==> src/flg_pkg.sv <==
`timescale 1ns / 1ps

package flg_pkg;

  // Default grid storage bounds.
  localparam int DEF_MAX_COLS = 64;
  localparam int DEF_MAX_ROWS = 64;

  // Size registers: width, lower clamp and reset value.
  localparam int CFG_W      = 7;
  localparam int GRID_MIN   = 3;
  localparam int GRID_RESET = 64;

  // Register indexes on the configuration port.
  localparam logic REG_GRID_WIDTH = 1'b0;
  localparam logic REG_GRID_DEPTH = 1'b1;

  // Field widths of the transfers.
  localparam int OP_W    = 2;
  localparam int POS_W   = 6;
  localparam int CELL_W  = 2;
  localparam int COUNT_W = 13;

  typedef logic [CELL_W-1:0] cell_t;

  // Cell codes.
  localparam cell_t CELL_EMPTY   = 2'd0;
  localparam cell_t CELL_TREE    = 2'd1;
  localparam cell_t CELL_BLOCKED = 2'd2;

  // Operation codes.
  localparam logic [OP_W-1:0] OP_WRITE = 2'd0;
  localparam logic [OP_W-1:0] OP_READ  = 2'd1;
  localparam logic [OP_W-1:0] OP_STEP  = 2'd2;

  // Neighbour counts that give a tree, for birth and for survival alike.
  localparam int NBR_W = 4;
  localparam logic [NBR_W-1:0] NBR_LOW  = 4'd3;
  localparam logic [NBR_W-1:0] NBR_HIGH = 4'd4;

  typedef struct packed {
    logic [OP_W-1:0]  op;
    logic [POS_W-1:0] col;
    logic [POS_W-1:0] row;
    cell_t            cell_value;
  } cmd_item_t;

  typedef struct packed {
    cell_t              cell_state;
    logic [COUNT_W-1:0] tree_count;
  } rsp_item_t;

  // Commands from the controller to the datapath.
  typedef struct packed {
    logic accept;
    logic sweep;
    logic out_load;
  } ctl_t;

  // Status from the datapath to the controller.
  typedef struct packed {
    logic sweep_last;
  } dp_status_t;

endpackage

==> src/flg_ctrl.sv <==
`timescale 1ns / 1ps

module flg_ctrl
  import flg_pkg::*;
(
  input  logic            clk,
  input  logic            rst,
  input  logic            cmd_valid,
  output logic            cmd_ready,
  input  logic [OP_W-1:0] cmd_op,
  output logic            rsp_valid,
  input  logic            rsp_ready,
  output ctl_t            ctl,
  input  dp_status_t      status
);

  localparam logic [1:0] S_IDLE  = 2'd0;
  localparam logic [1:0] S_SWEEP = 2'd1;
  localparam logic [1:0] S_FIN   = 2'd2;

  logic [1:0] state;
  logic [1:0] state_next;

  // Commands to the datapath.
  assign cmd_ready    = (state == S_IDLE);
  assign ctl.accept   = cmd_valid && cmd_ready;
  assign ctl.sweep    = (state == S_SWEEP);
  assign ctl.out_load = (state == S_FIN) && (!rsp_valid || rsp_ready);

  // Next state.
  always_comb begin
    state_next = state;
    case (state)
      S_IDLE: begin
        if (ctl.accept) begin
          state_next = (cmd_op == OP_STEP) ? S_SWEEP : S_FIN;
        end
      end
      S_SWEEP: begin
        if (status.sweep_last) begin
          state_next = S_FIN;
        end
      end
      S_FIN: begin
        if (ctl.out_load) begin
          state_next = S_IDLE;
        end
      end
      default: begin
        state_next = S_IDLE;
      end
    endcase
  end

  // State register and output valid flag.
  always_ff @(posedge clk) begin
    if (rst) begin
      state     <= S_IDLE;
      rsp_valid <= 1'b0;
    end else begin
      state <= state_next;
      if (ctl.out_load) begin
        rsp_valid <= 1'b1;
      end else if (rsp_ready) begin
        rsp_valid <= 1'b0;
      end
    end
  end

`ifndef SYNTHESIS
  // A generation request always starts a sweep.
  a_step_starts_sweep: assert property (@(posedge clk) disable iff (rst)
    ctl.accept && (cmd_op == OP_STEP) |=> state == S_SWEEP)
    else $error("step transfer did not start a sweep");

  // A loaded result is offered on the next cycle.
  a_load_offers: assert property (@(posedge clk) disable iff (rst)
    ctl.out_load |=> rsp_valid)
    else $error("loaded result not offered");

  // A finished result waits while the output register is still occupied.
  a_fin_waits: assert property (@(posedge clk) disable iff (rst)
    (state == S_FIN) && rsp_valid && !rsp_ready |=> state == S_FIN)
    else $error("result left while output register was full");
`endif

endmodule

==> config.mk <==
export PLATFORM = sky130hd
export DESIGN_NAME = flg_ctrl
export DESIGN_NICKNAME = d
export VERILOG_FILES = /design/src/flg_pkg.sv /design/src/flg_ctrl.sv
export SDC_FILE = /design/constraint.sdc
export NUM_CORES = 1
export LEC_CHECK = 0
export BUFFER_PORTS_ARGS = -buffer_cell sky130_fd_sc_hd__buf_2
export CORE_AREA = 10 10 47 49
export DETAILED_ROUTE_END_ITERATION = 10
export DIE_AREA = 0 0 57 59
export SLEW_MARGIN = 20
export SYNTH_ARGS = -nofsm -noshare
export SYNTH_HDL_FRONTEND = slang
export SYNTH_SLANG_ARGS = --single-unit
==> constraint.sdc <==
create_clock -name clk -period 0.9 [get_ports clk]
set_input_delay 0.045 -clock clk [delete_from_list [all_inputs] [get_ports clk]]
set_output_delay 0.045 -clock clk [all_outputs]
set_load 0.01 [all_outputs]
==> metrics.md <==
| Metric | Value |
|---|---|
| Outcome | `complete, but fails checks` |
| Violated checks | `negative setup slack` |
| Seq. cell area | `71.3 um^2` |
| Synth Cell Area | `around 170 um^2` |
| M2 GR Usage | `approximately 4.3%` |
| Final core utilization | `about a quarter` |
| Placer Congestion | `slightly above 0.6` |
| Register clock-pin slew on the reported worst setup and hold paths | `about 0.040 ns` |
| Hold Path Sink | `state[1]` |
| Num ports | `12` |
| Final setup fails | `4` |
| Post-layout min period | `1.01 ns` |
| Crit share post-route | `112%` |
| Final Hold Fails | `0` |
| Cts bufs inserted | `3` |
| Distinct cells, synth | `14` |
| Site Rows | `14` |
| # fillers | `164` |
| PD cells | `around 1500 nW/um^2` |
| Clock buffer depth | `2` |
| Met3 usage | `2.79%` |
| Global-route wire length before repair | `903 um` |
| Hold path startpoint | `status` |
| Yosys reg bits | `3` |
| Clock Skew | `0.000442 ns` |
| Mean Syn Cell Area | `between 9 and 10 um^2` |
| R2R depth | `3` |
| Arrival @ worst endpoint | `0.96 ns` |
| RSZ-0062 raised after global routing | `true` |
| Pre-antenna DRT Iters | `2` |
| Root Buffer | `clkbuf_4` |
| Hold path depth | `3` |
| Dpl hpwl | `slightly above 400 um` |
| Total congestion overflow | `0` |
| WL final | `538 um` |
| Final net count | `46` |
| CP Class | `flop to output pin` |
| Vias in the first global route | `230` |
| Routed Antenna Nets | `0` |
| Tot Pwr | `0.000545 W` |
| Post-Syn Instances | `19` |
| Gr busiest metal | `met2` |
| Total track usage | `3.59%` |
| Net Count, Synth | `26` |
| Die Area | `approximately 3400 um^2` |
| PortBufs | `11` |
| Final setup margin | `-0.105 ns` |
| Pin count of the biggest net entering global routing | `7` |
| Initial DRC Count | `1` |
| Slew Limit Fails | `0` |
| Core area | `approximately 1400 um^2` |
| DR WL/cell | `9.96 um` |
| Antenna violations before repair | `0` |
| Max Fclk | `995 MHz` |
| Vias per cell | `3.81` |
| Drt drc | `0` |
| Relative slew slack | `84.4%` |
| Max cap viols | `0` |
| Met1 usage | `3.56%` |
| Starting Density | `12.2%` |
| VDD IR max | `0.463 mV` |
| R2R Setup Slk | `-0.05 ns` |
| Num Clock Sinks | `3` |
| Worst slew pin tran | `0.231 ns` |
| Routed via count | `206` |
| Vert. Die Dim | `59 um` |
| Warnings, synthesis | `0` |
| Layout cells sized above 1 | `71.1%` |
| Reg-to-reg critical path startpoint | `state[1]` |
| CP endpoint kind | `output pin` |
| H-tree depth | `1` |
| Register area share after synthesis | `35.0%` |
| Leakage | `between 0.15 and 0.2 nW` |
| Die Span X | `57 um` |
| Antenna Cells | `0` |
| Startpoint types | `flop` |
| Setup TNS | `-0.267 ns` |
| Hold slack | `approximately 0.086 ns` |
| Worst hold path class | `input port to flop` |
| CP Data Required Time | `0.85 ns` |
| CTS tree | `built` |
| Worst R2R End | `state[1]` |
| Max FO, Critical Path | `6` |
| Footprint of the multi-input gates | `129 um^2` |
| Clk_lat worst skew | `0.23 ns` |
| Area Overhead vs Synth | `105%` |
==> cells in the mapped netlist <==
cell	n	area, um^2
nor2_1	1	3.75
nor4bb_1	1	10.0
a221oi_2	1	15.0
inv_1	2	7.51
a21o_1	1	7.51
nand2b_4	1	13.8
nor3_1	1	5.00
and2_1	1	6.26
a21oi_1	2	10.0
nor2b_1	1	6.26
nor2b_2	1	8.76
nand2b_1	2	12.5
dfxtp_1	3	60.1
o21ai_0	1	5.00
==> through the flow <==
stage | worst slack (ns) | instance area, um^2 | std cells
floorplan | 0.00376 | 175 | 19
global placement | 0.0116 | 250 | 46
detailed placement | 0.00123 | 250 | 46
CTS | -0.108 | 322 | 53
global route | -0.136 | 352 | 54
finish | -0.105 | 352 | 54
==> power breakdown <==
part           switching [W]  total (W)  internal, W
clock              0.0000694   0.000236     0.000166
sequential         0.0000174   0.000160     0.000143
combinational      0.0000562   0.000149    0.0000927
total               0.000143   0.000545     0.000402
==> sequential cells by signal, summed over array words and instances (netlist names) <==
name / cells
state: 2
rsp_valid: 1
==> cell type report <==
type | instances | area share [%]
Multi-Input combinational cell | 14 | 36.7
Clock buffer | 4 | 7.47
Tap cell | 16 | 5.69
Sequential cell | 3 | 20.3
Inverter | 2 | 2.14
Timing Repair Buffer | 15 | 27.8
==> kinds of logic (layout without fill, tap and decap cells) <==
family          Yosys count  count (layout)  synth area share (%)
flops                     3               3                  35.0
buf+inv                   2              21                  4.38
compound gates            5               5                  21.9
simple gates              9               9                  38.7
==> how the worst max path moves through the flow <==
| stage | from | to | slack [ns] | cells past startpoint |
|---|---|---|---|---|
| finish | state[0] | ctl[0] | -0.11 | 3 |
| global route | state[0] | ctl[2] | -0.14 | 3 |
| CTS | state[1] | ctl[2] | -0.11 | 3 |
| detailed placement | rsp_valid | state[1] | 0.001 | 3 |
| global placement | rsp_valid | state[1] | 0.01 | 3 |
| floorplan | rsp_valid | state[1] | 0.004 | 3 |
==> cells in the final DEF, fill, tap and decap left out <==
cell,n
nor4bb_1,1
buf_2,10
clkbuf_1,1
clkbuf_4,3
a221oi_2,1
inv_1,2
nor2b_2,1
nor2_4,1
dfxtp_4,3
nor2b_1,1
dlygate4sd3_1,1
buf_4,2
nor3_1,1
a21oi_1,2
o21ai_0,1
and2_4,1
nand2b_4,3
a21o_1,1
buf_6,2
==> worst max-delay path, cell delays in order (launching register included) <==
cell      delay [ns]
dfxtp_4         0.36
nand2b_4        0.14
nor2b_2         0.10
buf_2           0.13
==> routing by layer <==
| layer | share of wire (%) | vias to the layer above |
|---|---|---|
| met4 | 4.5 | 0 |
| met1 | 44 | 88 |
| met5 | 0 | - |
| li1 | - | 102 |
| met2 | 38 | 14 |
| met3 | 13 | 2 |
==> repair_timing <==
item                       in CTS  in global routing
setup endpoints to repair       5                  6
hold endpoints to repair        2                  0
pin swaps                       2                  2
resized for setup               6                  5
buffers inserted                2                  1
hold buffers                    1                  0
Power figures use the tool's default switching activity.
